===== config.mk =====
export PLATFORM = sky130hd
export DESIGN_NAME = surface_command_selector_limiter_unit_flat
export DESIGN_NICKNAME = d
export VERILOG_FILES = /design/src/sv/scsl_pkg.sv /design/src/sv/scsl_in_if.sv /design/src/sv/scsl_out_if.sv /design/src/sv/scsl_lane.sv /design/src/sv/scsl_merge.sv /design/src/sv/surface_command_selector_limiter_unit.sv /design/src/flat_wrapper.sv
export VERILOG_INCLUDE_DIRS = /design/src /design/src/sv
export SDC_FILE = /design/constraint.sdc
export NUM_CORES = 2
export LEC_CHECK = 0
export BUFFER_PORTS_ARGS = -buffer_cell sky130_fd_sc_hd__buf_2
export CORE_MARGIN = 2
export CORE_UTILIZATION = 60
export CTS_BUF_LIST = sky130_fd_sc_hd__clkbuf_16
export CTS_CLUSTER_DIAMETER = 40
export DETAILED_ROUTE_END_ITERATION = 8
export PLACE_DENSITY_LB_ADDON = 0.05
export SYNTH_ARGS = -nofsm -noshare
export SYNTH_HDL_FRONTEND = slang
export SYNTH_SLANG_ARGS = --single-unit

===== constraint.sdc =====
create_clock -name clk -period 10 [get_ports clk]
set_input_delay 0.5 -clock clk [delete_from_list [all_inputs] [get_ports clk]]
set_output_delay 0.5 -clock clk [all_outputs]
set_load 0.02 [all_outputs]

===== src/sv/surface_command_selector_limiter_unit_macros.svh =====
// assertion macros for the surface command selector limiter
`ifndef SURFACE_COMMAND_SELECTOR_LIMITER_UNIT_MACROS_SVH
`define SURFACE_COMMAND_SELECTOR_LIMITER_UNIT_MACROS_SVH

// property checked on every clock edge outside reset
`define SCSL_ASSERT(label, prop, msg) \
    label: assert property (@(posedge clk) disable iff (!rst_n) prop) else $error(msg);

// condition in one cycle implies a condition in the next
`define SCSL_ASSERT_NEXT(label, pre, post, msg) \
    label: assert property (@(posedge clk) disable iff (!rst_n) (pre) |=> (post)) \
        else $error(msg);

`endif


===== src/sv/scsl_pkg.sv =====
// shared types and constants of the surface command selector limiter
package scsl_pkg;

    localparam int LIMIT_W    = 15;
    localparam int TOL_W      = 16;
    localparam int INV_W      = 16;
    localparam int DT_W       = 16;
    localparam int FLAGS_W    = 8;
    localparam int ERR_W      = 16;
    localparam int CFG_ADDR_W = 3;
    localparam int CFG_DATA_W = 16;
    localparam int NUM_LANES  = 3;

    localparam int LANE_STAB   = 0;
    localparam int LANE_FLAP   = 1;
    localparam int LANE_RUDDER = 2;

    // status flag bit positions
    localparam int FLAG_AOA      = 0;
    localparam int FLAG_NZ       = 1;
    localparam int FLAG_RATE     = 2;
    localparam int FLAG_LAW_SAT  = 3;
    localparam int FLAG_ACT_SAT  = 4;
    localparam int FLAG_STAB_LIM = 5;
    localparam int FLAG_DIR_LO   = 6;

    localparam logic [1:0] DIR_NEG = 2'd1;
    localparam logic [1:0] DIR_POS = 2'd2;

    typedef enum logic [CFG_ADDR_W-1:0] {
        REG_STAB_LIMIT   = 3'd0,
        REG_FLAP_LIMIT   = 3'd1,
        REG_RUDDER_LIMIT = 3'd2,
        REG_TRACK_TOL    = 3'd3,
        REG_INV_BLEND    = 3'd4
    } cfg_reg_t;

    typedef enum logic [5:0] {
        ST_IDLE = 6'b000001,
        ST_INC  = 6'b000010,
        ST_FRAC = 6'b000100,
        ST_PROD = 6'b001000,
        ST_LANE = 6'b010000,
        ST_OUT  = 6'b100000
    } seq_state_t;

    typedef struct packed {
        logic capture_src;
        logic mul_en;
        logic fin_en;
    } lane_ctrl_t;

    typedef struct packed {
        logic limited;
        logic cmd_le_pos;
        logic cmd_ge_pos;
    } lane_flag_t;

endpackage


===== src/sv/scsl_in_if.sv =====
// input channel of the surface command selector limiter
interface scsl_in_if #(
    parameter int ANGLE_WIDTH = 16
);
    logic                               valid;
    logic                               ready;
    logic                               law_select;
    logic signed [ANGLE_WIDTH-1:0]      norm_stab;
    logic signed [ANGLE_WIDTH-1:0]      norm_flap;
    logic signed [ANGLE_WIDTH-1:0]      norm_rudder;
    logic signed [ANGLE_WIDTH-1:0]      dir_stab;
    logic signed [ANGLE_WIDTH-1:0]      dir_flap;
    logic signed [ANGLE_WIDTH-1:0]      dir_rudder;
    logic signed [ANGLE_WIDTH-1:0]      pos_stab;
    logic signed [ANGLE_WIDTH-1:0]      pos_flap;
    logic signed [ANGLE_WIDTH-1:0]      pos_rudder;
    logic [scsl_pkg::DT_W-1:0]          frame_time;
    logic [scsl_pkg::FLAGS_W-1:0]       status_flags;

    modport source (
        output valid, law_select, norm_stab, norm_flap, norm_rudder,
               dir_stab, dir_flap, dir_rudder, pos_stab, pos_flap, pos_rudder,
               frame_time, status_flags,
        input  ready
    );

    modport sink (
        input  valid, law_select, norm_stab, norm_flap, norm_rudder,
               dir_stab, dir_flap, dir_rudder, pos_stab, pos_flap, pos_rudder,
               frame_time, status_flags,
        output ready
    );
endinterface


===== src/sv/scsl_out_if.sv =====
// result channel of the surface command selector limiter
interface scsl_out_if #(
    parameter int ANGLE_WIDTH = 16
);
    logic                               valid;
    logic                               ready;
    logic signed [ANGLE_WIDTH-1:0]      cmd_stab;
    logic signed [ANGLE_WIDTH-1:0]      cmd_flap;
    logic signed [ANGLE_WIDTH-1:0]      cmd_rudder;
    logic                               active_law;
    logic                               in_transition;
    logic                               elec_saturated;
    logic                               act_saturated;
    logic                               protect_exhausted;
    logic                               tracking_ok;
    logic [scsl_pkg::ERR_W-1:0]         max_track_error;
    logic                               frame_error;

    modport source (
        output valid, cmd_stab, cmd_flap, cmd_rudder, active_law, in_transition,
               elec_saturated, act_saturated, protect_exhausted, tracking_ok,
               max_track_error, frame_error,
        input  ready
    );

    modport sink (
        input  valid, cmd_stab, cmd_flap, cmd_rudder, active_law, in_transition,
               elec_saturated, act_saturated, protect_exhausted, tracking_ok,
               max_track_error, frame_error,
        output ready
    );
endinterface


===== src/sv/scsl_lane.sv =====
// one surface lane: blend toward target, clamp to limit, tracking error
module scsl_lane #(
    parameter int ANGLE_WIDTH   = 16,
    parameter int FRACTION_BITS = 16
) (
    input  logic                              clk,
    input  logic                              rst_n,
    input  scsl_pkg::lane_ctrl_t              ctrl,
    input  logic signed [ANGLE_WIDTH-1:0]     target,
    input  logic signed [ANGLE_WIDTH-1:0]     pos,
    input  logic [FRACTION_BITS:0]            frac,
    input  logic [scsl_pkg::LIMIT_W-1:0]      limit,
    output logic signed [ANGLE_WIDTH-1:0]     cmd,
    output logic [ANGLE_WIDTH:0]              err,
    output scsl_pkg::lane_flag_t              flag
);
    import scsl_pkg::*;

    localparam int AW = ANGLE_WIDTH;
    localparam int FB = FRACTION_BITS;
    localparam int PW = AW + FB + 3;
    localparam int CW = ((AW > LIMIT_W) ? AW : LIMIT_W) + 2;

    logic signed [AW-1:0]   src_reg;
    logic signed [AW-1:0]   dem_reg;
    logic signed [PW-1:0]   prod_reg;
    logic signed [AW-1:0]   cmd_reg;
    logic [AW:0]            err_reg;
    lane_flag_t             flag_reg;

    logic signed [AW:0]     diff;
    logic signed [FB+1:0]   frac_s;
    logic signed [PW-1:0]   prod_next;
    logic signed [PW-1:0]   quot;
    logic signed [AW:0]     dem_wide;
    logic signed [AW-1:0]   dem_next;
    logic signed [CW-1:0]   dem_c;
    logic signed [CW-1:0]   lim_c;
    logic signed [CW-1:0]   neg_lim;
    logic signed [CW-1:0]   clamp_c;
    logic signed [AW-1:0]   cmd_next;
    logic signed [AW:0]     cmd_e;
    logic signed [AW:0]     pos_e;
    logic signed [AW:0]     delta;
    logic [AW:0]            err_next;

    assign diff      = $signed({target[AW-1], target}) - $signed({src_reg[AW-1], src_reg});
    assign frac_s    = $signed({1'b0, frac});
    assign prod_next = PW'(diff) * PW'(frac_s);

    // arithmetic shift floors toward minus infinity
    assign quot      = prod_reg >>> FB;
    assign dem_wide  = $signed({src_reg[AW-1], src_reg}) + $signed(quot[AW:0]);
    assign dem_next  = dem_wide[AW-1:0];

    assign dem_c     = CW'(dem_next);
    assign lim_c     = $signed({{(CW-LIMIT_W){1'b0}}, limit});
    assign neg_lim   = -lim_c;
    assign clamp_c   = (dem_c > lim_c) ? lim_c : ((dem_c < neg_lim) ? neg_lim : dem_c);
    assign cmd_next  = clamp_c[AW-1:0];

    assign cmd_e     = $signed({cmd_next[AW-1], cmd_next});
    assign pos_e     = $signed({pos[AW-1], pos});
    assign delta     = cmd_e - pos_e;
    assign err_next  = delta[AW] ? $unsigned(-delta) : $unsigned(delta);

    always_ff @(posedge clk or negedge rst_n)
    begin
        if (!rst_n)
        begin
            src_reg <= '0;
            dem_reg <= '0;
        end
        else
        begin
            if (ctrl.capture_src)
            begin
                src_reg <= dem_reg;
            end
            if (ctrl.fin_en)
            begin
                dem_reg <= dem_next;
            end
        end
    end

    always_ff @(posedge clk)
    begin
        if (ctrl.mul_en)
        begin
            prod_reg <= prod_next;
        end
        if (ctrl.fin_en)
        begin
            cmd_reg             <= cmd_next;
            err_reg             <= err_next;
            flag_reg.limited    <= (clamp_c != dem_c);
            flag_reg.cmd_le_pos <= (cmd_e <= pos_e);
            flag_reg.cmd_ge_pos <= (cmd_e >= pos_e);
        end
    end

    assign cmd  = cmd_reg;
    assign err  = err_reg;
    assign flag = flag_reg;

endmodule


===== src/sv/scsl_merge.sv =====
// merges the lane results into status, maximum error and the result fields
module scsl_merge #(
    parameter int ANGLE_WIDTH = 16
) (
    input  logic signed [ANGLE_WIDTH-1:0]   lane_cmd [scsl_pkg::NUM_LANES],
    input  logic [ANGLE_WIDTH:0]            lane_err [scsl_pkg::NUM_LANES],
    input  scsl_pkg::lane_flag_t            lane_flag [scsl_pkg::NUM_LANES],
    input  logic [scsl_pkg::FLAGS_W-1:0]    status_flags,
    input  logic                            held_law,
    input  logic                            blending,
    input  logic [scsl_pkg::TOL_W-1:0]      tolerance,
    input  logic                            frame_bad,
    output logic signed [ANGLE_WIDTH-1:0]   cmd_stab,
    output logic signed [ANGLE_WIDTH-1:0]   cmd_flap,
    output logic signed [ANGLE_WIDTH-1:0]   cmd_rudder,
    output logic                            active_law,
    output logic                            in_transition,
    output logic                            elec_saturated,
    output logic                            act_saturated,
    output logic                            protect_exhausted,
    output logic                            tracking_ok,
    output logic [scsl_pkg::ERR_W-1:0]      max_track_error,
    output logic                            frame_error
);
    import scsl_pkg::*;

    localparam int EW = ANGLE_WIDTH + 1;
    localparam int MW = (EW > ERR_W) ? EW : ERR_W;

    logic [EW-1:0]  max01;
    logic [EW-1:0]  max012;
    logic [MW-1:0]  max_ext;
    logic [MW-1:0]  tol_ext;
    logic [MW-1:0]  stab_err_ext;
    logic           any_lim;
    logic           law_sat;
    logic           protect;
    logic           at_lim;
    logic           stab_ok;
    logic [1:0]     dir;

    assign max01        = (lane_err[LANE_FLAP] > lane_err[LANE_STAB]) ?
                          lane_err[LANE_FLAP] : lane_err[LANE_STAB];
    assign max012       = (lane_err[LANE_RUDDER] > max01) ? lane_err[LANE_RUDDER] : max01;
    assign max_ext      = MW'(max012);
    assign tol_ext      = MW'(tolerance);
    assign stab_err_ext = MW'(lane_err[LANE_STAB]);

    assign any_lim = lane_flag[LANE_STAB].limited | lane_flag[LANE_FLAP].limited
                   | lane_flag[LANE_RUDDER].limited;
    assign law_sat = !held_law && status_flags[FLAG_LAW_SAT];
    assign protect = status_flags[FLAG_AOA] | status_flags[FLAG_NZ] | status_flags[FLAG_RATE];
    assign stab_ok = (stab_err_ext <= tol_ext);
    assign dir     = status_flags[FLAG_DIR_LO +: 2];

    // stab sits at its commanded limit only for a known direction
    always_comb
    begin
        at_lim = 1'b0;
        if (status_flags[FLAG_STAB_LIM])
        begin
            unique case (dir)
                DIR_NEG: at_lim = lane_flag[LANE_STAB].cmd_le_pos;
                DIR_POS: at_lim = lane_flag[LANE_STAB].cmd_ge_pos;
                default: at_lim = 1'b0;
            endcase
        end
    end

    always_comb
    begin
        active_law    = held_law;
        in_transition = blending;
        frame_error   = frame_bad;
        if (frame_bad)
        begin
            cmd_stab          = '0;
            cmd_flap          = '0;
            cmd_rudder        = '0;
            elec_saturated    = 1'b0;
            act_saturated     = 1'b0;
            protect_exhausted = 1'b0;
            tracking_ok       = 1'b0;
            max_track_error   = '0;
        end
        else
        begin
            cmd_stab          = lane_cmd[LANE_STAB];
            cmd_flap          = lane_cmd[LANE_FLAP];
            cmd_rudder        = lane_cmd[LANE_RUDDER];
            elec_saturated    = any_lim || law_sat;
            act_saturated     = status_flags[FLAG_ACT_SAT];
            protect_exhausted = protect &&
                                (lane_flag[LANE_STAB].limited || law_sat || (at_lim && !stab_ok));
            tracking_ok       = (max_ext <= tol_ext);
            max_track_error   = (max_ext > MW'({ERR_W{1'b1}})) ? {ERR_W{1'b1}} : max_ext[ERR_W-1:0];
        end
    end

endmodule


===== src/sv/surface_command_selector_limiter_unit.sv =====
// top level of the surface command selector limiter
//
// Usage: one item on the demand channel per control frame carries both demand
// sets, the law selection, measured positions, frame time and status flags.
// One result leaves on the command channel for each item. Both channels
// transfer at a clock edge where valid and ready are high. Limits, tracking
// tolerance and the blend rate are written through cfg_we/cfg_index/cfg_data;
// the user must write them only while the block is idle; the block itself does not enforce this.
// Sequence: after an item is taken, the sequencer steps through the fraction increment
// multiply, the fraction update, the lane blend multiply, the lane add/clamp/error
// step and the merge into the output register; a zero frame time goes straight from
// the fraction increment multiply to the merge. A new item is taken only after the
// result of the last one is loaded into the output register.
// Three lanes, one per surface, run side by side; a merge stage combines them.
// Reset: limits 4096, tolerance 41, blend rate 256, blend complete, demands
// and blend sources zero, no law held yet.
// A stalled receiver holds the result in the output register; the next item
// is still taken and waits in its last step until the register frees.
`include "surface_command_selector_limiter_unit_macros.svh"

module surface_command_selector_limiter_unit #(
    parameter int ANGLE_WIDTH   = 16,
    parameter int FRACTION_BITS = 16
) (
    input  logic                                clk,
    input  logic                                rst_n,
    input  logic                                cfg_we,
    input  logic [scsl_pkg::CFG_ADDR_W-1:0]     cfg_index,
    input  logic [scsl_pkg::CFG_DATA_W-1:0]     cfg_data,
    scsl_in_if.sink                             demand,
    scsl_out_if.source                          command
);
    import scsl_pkg::*;

    localparam int AW        = ANGLE_WIDTH;
    localparam int FW        = FRACTION_BITS + 1;
    localparam int PRODW     = DT_W + INV_W;
    localparam int SUMW      = PRODW + 1;
    localparam int INC_SHIFT = 24 - FRACTION_BITS;
    localparam logic [FW-1:0] FRAC_ONE = FW'(1) << FRACTION_BITS;

    seq_state_t             state_reg;
    seq_state_t             state_next;

    logic [LIMIT_W-1:0]     limit_reg [NUM_LANES];
    logic [TOL_W-1:0]       tol_reg;
    logic [INV_W-1:0]       inv_reg;

    logic                   started_reg;
    logic                   held_law_reg;
    logic [FW-1:0]          frac_reg;
    logic [FW-1:0]          frac_next;

    logic                   sel_reg;
    logic signed [AW-1:0]   tgt_reg [NUM_LANES];
    logic signed [AW-1:0]   pos_reg [NUM_LANES];
    logic [DT_W-1:0]        dt_reg;
    logic [FLAGS_W-1:0]     flags_reg;
    logic [PRODW-1:0]       inc_prod_reg;

    logic                   out_valid_reg;
    logic signed [AW-1:0]   out_cmd_stab_reg;
    logic signed [AW-1:0]   out_cmd_flap_reg;
    logic signed [AW-1:0]   out_cmd_rudder_reg;
    logic                   out_active_law_reg;
    logic                   out_in_transition_reg;
    logic                   out_elec_sat_reg;
    logic                   out_act_sat_reg;
    logic                   out_protect_reg;
    logic                   out_tracking_ok_reg;
    logic [ERR_W-1:0]       out_max_err_reg;
    logic                   out_frame_error_reg;

    logic                   accept;
    logic                   dt_zero;
    logic                   law_change;
    logic                   out_load;
    logic [PRODW-1:0]       inc_val;
    logic [SUMW-1:0]        frac_sum;
    lane_ctrl_t             lane_ctrl;

    logic signed [AW-1:0]   lane_cmd  [NUM_LANES];
    logic [AW:0]            lane_err  [NUM_LANES];
    lane_flag_t             lane_flag [NUM_LANES];

    logic signed [AW-1:0]   m_cmd_stab;
    logic signed [AW-1:0]   m_cmd_flap;
    logic signed [AW-1:0]   m_cmd_rudder;
    logic                   m_active_law;
    logic                   m_in_transition;
    logic                   m_elec_sat;
    logic                   m_act_sat;
    logic                   m_protect;
    logic                   m_tracking_ok;
    logic [ERR_W-1:0]       m_max_err;
    logic                   m_frame_error;

    assign demand.ready = (state_reg == ST_IDLE);
    assign accept       = demand.valid && demand.ready;
    assign dt_zero      = (dt_reg == '0);
    assign law_change   = started_reg && (held_law_reg != sel_reg);
    assign out_load     = (state_reg == ST_OUT) && (!out_valid_reg || command.ready);

    assign inc_val  = inc_prod_reg >> INC_SHIFT;
    assign frac_sum = SUMW'(frac_reg) + SUMW'(inc_val);

    assign lane_ctrl.capture_src = (state_reg == ST_INC) && !dt_zero && law_change;
    assign lane_ctrl.mul_en      = (state_reg == ST_PROD);
    assign lane_ctrl.fin_en      = (state_reg == ST_LANE);

    always_comb
    begin
        state_next = state_reg;
        unique case (state_reg)
            ST_IDLE: if (demand.valid) state_next = ST_INC;
            ST_INC:  state_next = dt_zero ? ST_OUT : ST_FRAC;
            ST_FRAC: state_next = ST_PROD;
            ST_PROD: state_next = ST_LANE;
            ST_LANE: state_next = ST_OUT;
            ST_OUT:  if (out_load) state_next = ST_IDLE;
            default: state_next = ST_IDLE;
        endcase
    end

    // a law change restarts the blend; the first increment lands in the same frame
    always_comb
    begin
        frac_next = frac_reg;
        if ((state_reg == ST_INC) && !dt_zero && law_change)
        begin
            frac_next = '0;
        end
        else if ((state_reg == ST_FRAC) && (frac_reg < FRAC_ONE))
        begin
            frac_next = (frac_sum > SUMW'(FRAC_ONE)) ? FRAC_ONE : frac_sum[FW-1:0];
        end
    end

    always_ff @(posedge clk or negedge rst_n)
    begin
        if (!rst_n)
        begin
            state_reg    <= ST_IDLE;
            limit_reg[LANE_STAB]   <= LIMIT_W'(4096);
            limit_reg[LANE_FLAP]   <= LIMIT_W'(4096);
            limit_reg[LANE_RUDDER] <= LIMIT_W'(4096);
            tol_reg      <= TOL_W'(41);
            inv_reg      <= INV_W'(256);
            started_reg  <= 1'b0;
            held_law_reg <= 1'b0;
            frac_reg     <= FRAC_ONE;
            out_valid_reg <= 1'b0;
        end
        else
        begin
            state_reg <= state_next;
            frac_reg  <= frac_next;
            if (cfg_we)
            begin
                unique case (cfg_index)
                    REG_STAB_LIMIT:   limit_reg[LANE_STAB]   <= cfg_data[LIMIT_W-1:0];
                    REG_FLAP_LIMIT:   limit_reg[LANE_FLAP]   <= cfg_data[LIMIT_W-1:0];
                    REG_RUDDER_LIMIT: limit_reg[LANE_RUDDER] <= cfg_data[LIMIT_W-1:0];
                    REG_TRACK_TOL:    tol_reg <= cfg_data[TOL_W-1:0];
                    REG_INV_BLEND:    inv_reg <= cfg_data[INV_W-1:0];
                    default:          ;
                endcase
            end
            if ((state_reg == ST_INC) && !dt_zero)
            begin
                started_reg  <= 1'b1;
                held_law_reg <= sel_reg;
            end
            if (out_load)
            begin
                out_valid_reg <= 1'b1;
            end
            else if (command.ready)
            begin
                out_valid_reg <= 1'b0;
            end
        end
    end

    always_ff @(posedge clk)
    begin
        if (accept)
        begin
            sel_reg   <= demand.law_select;
            tgt_reg[LANE_STAB]   <= demand.law_select ? demand.dir_stab   : demand.norm_stab;
            tgt_reg[LANE_FLAP]   <= demand.law_select ? demand.dir_flap   : demand.norm_flap;
            tgt_reg[LANE_RUDDER] <= demand.law_select ? demand.dir_rudder : demand.norm_rudder;
            pos_reg[LANE_STAB]   <= demand.pos_stab;
            pos_reg[LANE_FLAP]   <= demand.pos_flap;
            pos_reg[LANE_RUDDER] <= demand.pos_rudder;
            dt_reg    <= demand.frame_time;
            flags_reg <= demand.status_flags;
        end
        if (state_reg == ST_INC)
        begin
            inc_prod_reg <= dt_reg * inv_reg;
        end
        if (out_load)
        begin
            out_cmd_stab_reg      <= m_cmd_stab;
            out_cmd_flap_reg      <= m_cmd_flap;
            out_cmd_rudder_reg    <= m_cmd_rudder;
            out_active_law_reg    <= m_active_law;
            out_in_transition_reg <= m_in_transition;
            out_elec_sat_reg      <= m_elec_sat;
            out_act_sat_reg       <= m_act_sat;
            out_protect_reg       <= m_protect;
            out_tracking_ok_reg   <= m_tracking_ok;
            out_max_err_reg       <= m_max_err;
            out_frame_error_reg   <= m_frame_error;
        end
    end

    for (genvar i = 0; i < NUM_LANES; i++)
    begin : g_lane
        scsl_lane #(
            .ANGLE_WIDTH   (ANGLE_WIDTH),
            .FRACTION_BITS (FRACTION_BITS)
        ) u_lane (
            .clk    (clk),
            .rst_n  (rst_n),
            .ctrl   (lane_ctrl),
            .target (tgt_reg[i]),
            .pos    (pos_reg[i]),
            .frac   (frac_reg),
            .limit  (limit_reg[i]),
            .cmd    (lane_cmd[i]),
            .err    (lane_err[i]),
            .flag   (lane_flag[i])
        );
    end

    scsl_merge #(
        .ANGLE_WIDTH (ANGLE_WIDTH)
    ) u_merge (
        .lane_cmd          (lane_cmd),
        .lane_err          (lane_err),
        .lane_flag         (lane_flag),
        .status_flags      (flags_reg),
        .held_law          (held_law_reg),
        .blending          (frac_reg < FRAC_ONE),
        .tolerance         (tol_reg),
        .frame_bad         (dt_zero),
        .cmd_stab          (m_cmd_stab),
        .cmd_flap          (m_cmd_flap),
        .cmd_rudder        (m_cmd_rudder),
        .active_law        (m_active_law),
        .in_transition     (m_in_transition),
        .elec_saturated    (m_elec_sat),
        .act_saturated     (m_act_sat),
        .protect_exhausted (m_protect),
        .tracking_ok       (m_tracking_ok),
        .max_track_error   (m_max_err),
        .frame_error       (m_frame_error)
    );

    assign command.valid             = out_valid_reg;
    assign command.cmd_stab          = out_cmd_stab_reg;
    assign command.cmd_flap          = out_cmd_flap_reg;
    assign command.cmd_rudder        = out_cmd_rudder_reg;
    assign command.active_law        = out_active_law_reg;
    assign command.in_transition     = out_in_transition_reg;
    assign command.elec_saturated    = out_elec_sat_reg;
    assign command.act_saturated     = out_act_sat_reg;
    assign command.protect_exhausted = out_protect_reg;
    assign command.tracking_ok       = out_tracking_ok_reg;
    assign command.max_track_error   = out_max_err_reg;
    assign command.frame_error       = out_frame_error_reg;

    `SCSL_ASSERT(a_state_onehot, $onehot(state_reg), "sequencer state is not one-hot")
    // one frame in flight: the input closes right after a transfer
    `SCSL_ASSERT_NEXT(a_one_in_flight, demand.valid && demand.ready, !demand.ready, "input open right after a transfer")
    `SCSL_ASSERT_NEXT(a_result_held, command.valid && !command.ready, command.valid && $stable(command.max_track_error) && $stable(command.cmd_stab), "stalled result changed")
    `SCSL_ASSERT(a_frac_bound, frac_reg <= FRAC_ONE, "blend fraction above one")
endmodule


===== src/flat_wrapper.sv =====
// flat-port wrapper written by rule: the top's interface ports become plain ports
module surface_command_selector_limiter_unit_flat import scsl_pkg::*;
#(
    parameter int ANGLE_WIDTH   = 16,
    parameter int FRACTION_BITS = 16
)
  (clk, rst_n, cfg_we, cfg_index, cfg_data, demand_valid, demand_law_select, demand_norm_stab, demand_norm_flap, demand_norm_rudder, demand_dir_stab, demand_dir_flap, demand_dir_rudder, demand_pos_stab, demand_pos_flap, demand_pos_rudder, demand_frame_time, demand_status_flags, demand_ready, command_valid, command_cmd_stab, command_cmd_flap, command_cmd_rudder, command_active_law, command_in_transition, command_elec_saturated, command_act_saturated, command_protect_exhausted, command_tracking_ok, command_max_track_error, command_frame_error, command_ready);
  scsl_in_if #(.ANGLE_WIDTH(ANGLE_WIDTH)) demand_i ();
  scsl_out_if #(.ANGLE_WIDTH(ANGLE_WIDTH)) command_i ();
  input  logic clk;
  input  logic rst_n;
  input  logic cfg_we;
  input  logic [scsl_pkg::CFG_ADDR_W-1:0] cfg_index;
  input  logic [scsl_pkg::CFG_DATA_W-1:0] cfg_data;
  input wire logic [$bits(demand_i.valid)-1:0] demand_valid;
  input wire logic [$bits(demand_i.law_select)-1:0] demand_law_select;
  input wire logic [$bits(demand_i.norm_stab)-1:0] demand_norm_stab;
  input wire logic [$bits(demand_i.norm_flap)-1:0] demand_norm_flap;
  input wire logic [$bits(demand_i.norm_rudder)-1:0] demand_norm_rudder;
  input wire logic [$bits(demand_i.dir_stab)-1:0] demand_dir_stab;
  input wire logic [$bits(demand_i.dir_flap)-1:0] demand_dir_flap;
  input wire logic [$bits(demand_i.dir_rudder)-1:0] demand_dir_rudder;
  input wire logic [$bits(demand_i.pos_stab)-1:0] demand_pos_stab;
  input wire logic [$bits(demand_i.pos_flap)-1:0] demand_pos_flap;
  input wire logic [$bits(demand_i.pos_rudder)-1:0] demand_pos_rudder;
  input wire logic [$bits(demand_i.frame_time)-1:0] demand_frame_time;
  input wire logic [$bits(demand_i.status_flags)-1:0] demand_status_flags;
  output wire logic [$bits(demand_i.ready)-1:0] demand_ready;
  output wire logic [$bits(command_i.valid)-1:0] command_valid;
  output wire logic [$bits(command_i.cmd_stab)-1:0] command_cmd_stab;
  output wire logic [$bits(command_i.cmd_flap)-1:0] command_cmd_flap;
  output wire logic [$bits(command_i.cmd_rudder)-1:0] command_cmd_rudder;
  output wire logic [$bits(command_i.active_law)-1:0] command_active_law;
  output wire logic [$bits(command_i.in_transition)-1:0] command_in_transition;
  output wire logic [$bits(command_i.elec_saturated)-1:0] command_elec_saturated;
  output wire logic [$bits(command_i.act_saturated)-1:0] command_act_saturated;
  output wire logic [$bits(command_i.protect_exhausted)-1:0] command_protect_exhausted;
  output wire logic [$bits(command_i.tracking_ok)-1:0] command_tracking_ok;
  output wire logic [$bits(command_i.max_track_error)-1:0] command_max_track_error;
  output wire logic [$bits(command_i.frame_error)-1:0] command_frame_error;
  input wire logic [$bits(command_i.ready)-1:0] command_ready;
  assign demand_i.valid = demand_valid;
  assign demand_i.law_select = demand_law_select;
  assign demand_i.norm_stab = demand_norm_stab;
  assign demand_i.norm_flap = demand_norm_flap;
  assign demand_i.norm_rudder = demand_norm_rudder;
  assign demand_i.dir_stab = demand_dir_stab;
  assign demand_i.dir_flap = demand_dir_flap;
  assign demand_i.dir_rudder = demand_dir_rudder;
  assign demand_i.pos_stab = demand_pos_stab;
  assign demand_i.pos_flap = demand_pos_flap;
  assign demand_i.pos_rudder = demand_pos_rudder;
  assign demand_i.frame_time = demand_frame_time;
  assign demand_i.status_flags = demand_status_flags;
  assign demand_ready = demand_i.ready;
  assign command_valid = command_i.valid;
  assign command_cmd_stab = command_i.cmd_stab;
  assign command_cmd_flap = command_i.cmd_flap;
  assign command_cmd_rudder = command_i.cmd_rudder;
  assign command_active_law = command_i.active_law;
  assign command_in_transition = command_i.in_transition;
  assign command_elec_saturated = command_i.elec_saturated;
  assign command_act_saturated = command_i.act_saturated;
  assign command_protect_exhausted = command_i.protect_exhausted;
  assign command_tracking_ok = command_i.tracking_ok;
  assign command_max_track_error = command_i.max_track_error;
  assign command_frame_error = command_i.frame_error;
  assign command_i.ready = command_ready;
  surface_command_selector_limiter_unit #(.ANGLE_WIDTH(ANGLE_WIDTH), .FRACTION_BITS(FRACTION_BITS)) u_core (.clk(clk), .rst_n(rst_n), .cfg_we(cfg_we), .cfg_index(cfg_index), .cfg_data(cfg_data), .demand(demand_i), .command(command_i));
endmodule

==> reports/results.md <==
- run status: completed
- top cell type by total area after synthesis: sky130_fd_sc_hd__fa_1
- count of warnings emitted by yosys: 0
- DRC marker count from the first detailed-route iteration: 4249
- power consumption: 24.7 mW
- unrepaired setup endpoints after global routing: false
- worst-case headroom to the max-slew limit: 20.5%
- Final Routed Wirelength: 199000 um
- cell type with the highest occurrence count on the critical path: sky130_fd_sc_hd__fa_1
- ratio of routed vias to standard cells: 5.82
- Hold Worst Slack: 0.0541 ns
- met1 Track Usage GR: 45.5%
- total congestion overflow after global routing: 0
- Gate power share: 71.7%
- DR pass1 iterations: 6
- H-Tree Depth: 3
- area grow syn2layout: 9.18%
- nets: 9666
- Area contributors post-synth: sky130_fd_sc_hd__fa_1 24%, sky130_fd_sc_hd__edfxtp_1 15%, sky130_fd_sc_hd__ha_1 13%
- Yosys top cell area share: 24.4%
- largest delay contributor family on the critical path: adder cells
- worst endpoint data arrival time: 9.34 ns
- Port-buffer cells: 265
- switching portion of total power: 49.2%
- die area: 122000 um^2
- portion of total power attributed to sequential cells: 16.5%
- pwr/cell area: 316 nW/um^2
- Placer Congestion: 0.965
- maximum fanout along the worst path: 11
- cell row count: 126
- cell count after synthesis: 7628
- Post-synth top flop: sky130_fd_sc_hd__edfxtp_1
- met3 demand-to-capacity share in global routing: 4.24%
- CTS Root Cell: sky130_fd_sc_hd__clkbuf_16
- max FFs per register: 51
- data required time at the worst endpoint: 10.40 ns
- chip height: 349 um
- final core utilization: 66.1%
- flop2flop setup slack: 1.06 ns
- Worst Hold Launch: demand_pos_flap[4]
- Core Box Area: 118000 um^2
- number of global-route vias before repair: 56100
- final-layout setup total negative slack: 0 ns
- startpoint kind of the worst setup timing path: flop
- remaining design rule violation count: 0
- largest voltage drop on the vdd net: 1.29 mV
- transition time at the pin with the least slew margin: 1.19 ns
- portion of the clock cycle consumed by the worst path in the final layout: 89.4%
- total number of vias: 55100
- Achievable Freq: 0.112 GHz
- clock tree from TritonCTS: done
- endpoint class of the critical path: flop
- max-cap violation count: 0
- syn_area_per_cell: 9.38 um^2
- Min-Delay Endpoint: u_core.pos_reg[0][20]$_DFFE_PP_
- kind of critical path: flop to flop
- clock transition at the register clock pins on the worst setup and hold paths after CTS: 0.06 ns
- reported net switching power: 12.1 mW
- maximum single-stage delay on the critical path: 0.63 ns
- number of antenna violations at the first check in global routing: 9
- reg2reg path depth: 29
- Yosys cell types: 105
- global-route wire length before repair: 315000 um
- Critical path buffers and inverters: 3
- initial cell density of the core: 60.5%
- hold depth: 1
- capture point of the worst reg-to-reg path: u_core.g_lane[1].u_lane.prod_reg[31]$_DFFE_PN_
- number of hold-slack violations in the final timing report: 0
- clock buffer depth: 3
- estimated wirelength of the detail-placed design: 152000 um
- mapped cell area: 71500 um^2
- endpoints failing setup: 0
- CTS-repair resized insts: 0
- maximum number of pins on one net before global-route repair: 90
- antenna-violating nets left: 0
- type of the most critical hold path: primary input to flop
- slowest library cell on the worst path: sky130_fd_sc_hd__a21oi_1
- IO Pins: 266
- Worst Skew: 0.0331 ns
- number of max-slew violations in the final report: 0
- Worst R2R Start: u_core.g_lane[1].u_lane.src_reg[0]$_DFFE_PN0P_
- number of clock sinks: 567
- fraction of final layout cells with drive strength greater than 1: 9.38%
- clock network fraction of design power: 11.8%
- number of nets in the synthesized netlist: 9441
- final critical-path required period: 8.94 ns
- sequential cell area fraction in the yosys report: 22.4%
- number of buffers created by CTS: 83
- number of synthesized flops with an enable pin: 368
- Horiz. Die Dim: 349 um
- flip-flop and latch count after synthesis: 567
- met2 routing resource usage after global routing: 55.4%
- most heavily used metal layer in global routing: met2
- FFs w/ async S/R, synth: 35.1%
- internal portion of total power: 12.5 mW
- routed len/inst: 21.0 um
- insertion delay to the later sink of the worst-skew pair: 0.68 ns
- overall global routing resource usage: 33.2%
- cell leakage power: 37.4 nW
synthesized netlist by cell type, drive strengths merged (15+ instances only):
cell and number:
o31ai 20, nand4 44, xor2 68, mux2 95, o21ai 308, inv 1307, and2 456, a21o 100
nand2b 40, nor4 23, o41ai 18, a22o 15, o21a 76, a211o 22, nor2 296, a2111oi 25
a211oi 41, a21oi 217, fa 872, nand2 926, nand3 79, clkbuf 293, buf 20, o21bai 19
o211ai 27, edfxtp 368, a31oi 30, or2 41, nor3 142, o22ai 17, or3 35, ha 748
mux2i 27, and3 29, nor2b 146, xnor2 218, dfrtp 190, a22oi 20, nor3b 16
area by class of cell:
type                    count  area (um^2)
flip-flops and latches    567        16100
clock inverters            73          701
fillers                  9838        40100
repair buffers            453         2940
inverters                1312         4930
multi-input cells        5436        49500
well taps                1536         1920
diodes                      1         2.50
clock buffers              83         2080
per-layer routing:
metal | part of all wire [%] | vias to the layer above
met2 | 48 | 1893
met1 | 43 | 27500
li1 | - | 25300
met4 | 3.2 | 0
met5 | 0 | -
met3 | 6.4 | 383
metrics by stage:
step                setup WS [ns]  area [um^2]  cells
detailed placement           1.12        74700   9237
global placement             1.35        74700   9237
finish                       1.06        78100   9461
floorplan                    1.95        71500   7628
CTS                          1.10        78100   9460
global route                0.500        78100   9460
cell usage in the layout, fill, tap and decap left out, drive strengths merged, types with 76 or more instances in the layout:
master / netlist / final
o21ai: 308 / 308
a21oi: 217 / 217
clkbuf: 293 / 83
inv: 1307 / 1337
and2: 456 / 456
nor3: 142 / 142
nand2: 926 / 926
nor2: 296 / 296
edfxtp: 368 / 368
a21o: 100 / 100
xnor2: 218 / 218
fa: 872 / 872
nor2b: 146 / 146
ha: 748 / 748
nand3: 79 / 79
buf: 20 / 386
dfrtp: 190 / 190
mux2: 95 / 95
o21a: 76 / 76
worst reg2reg max path, delay by kind of cell, from the launching register on:
family,cells,cell delay [ns]
simple gates,5,0.78
compound gates,11,2.95
flops,1,0.40
buf+inv,3,0.44
fa+ha+maj,9,3.77
xor+xnor,1,0.36
cells by family (layout without fill, tap and decap cells):
| family | Yosys count | count (layout) | synth area share (%) |
|---|---|---|---|
| AO/OA/AOI/OAI | 1071 | 1071 | 9.91 |
| XOR/XNOR | 295 | 295 | 3.78 |
| adder cells (fa/ha/maj) | 1620 | 1620 | 37.5 |
| buffers and inverters | 1625 | 1921 | 8.55 |
| flip-flops | 567 | 567 | 22.4 |
| multiplexers | 122 | 122 | 1.87 |
| other | 0 | 1 | 0 |
| AND/OR/NAND/NOR | 2328 | 2328 | 16.0 |
power by group through the flow:
stage                     Sequential, mW  Combinational, mW  Clock (mW)
final                               4.06               17.7        2.92
after global routing                4.09               19.9        3.06
after CTS                           4.05               17.8        2.96
after detailed placement            4.09               17.6           0
after global placement              4.08               17.5           0
after floorplan                     3.89               12.8           0
worst max path at each step:
stage	depth (start not counted)	endpoint	startpoint
6_report	29	u_core.g_lane[1].u_lane.prod_reg[31]$_DFFE_PN_	u_core.g_lane[1].u_lane.src_reg[0]$_DFFE_PN0P_
5_1_grt	31	u_core.g_lane[2].u_lane.prod_reg[31]$_DFFE_PN_	u_core.g_lane[2].u_lane.src_reg[0]$_DFFE_PN0P_
4_1_cts	31	u_core.g_lane[2].u_lane.prod_reg[31]$_DFFE_PN_	u_core.g_lane[2].u_lane.src_reg[0]$_DFFE_PN0P_
3_5_place_dp	29	u_core.g_lane[1].u_lane.prod_reg[31]$_DFFE_PN_	u_core.g_lane[1].u_lane.src_reg[0]$_DFFE_PN0P_
3_3_place_gp	31	u_core.g_lane[2].u_lane.prod_reg[31]$_DFFE_PN_	u_core.g_lane[2].u_lane.src_reg[0]$_DFFE_PN0P_
2_1_floorplan	29	u_core.g_lane[1].u_lane.prod_reg[31]$_DFFE_PN_	u_core.tgt_reg[0][20]$_DFFE_PP_
timing repair:
item | 4_1_cts | 5_1_grt
endpoints found under the hold margin | 146 | 0
hold buffers | 67 | 0
buffers inserted | 0 | 0
Power figures use the tool's default switching activity.
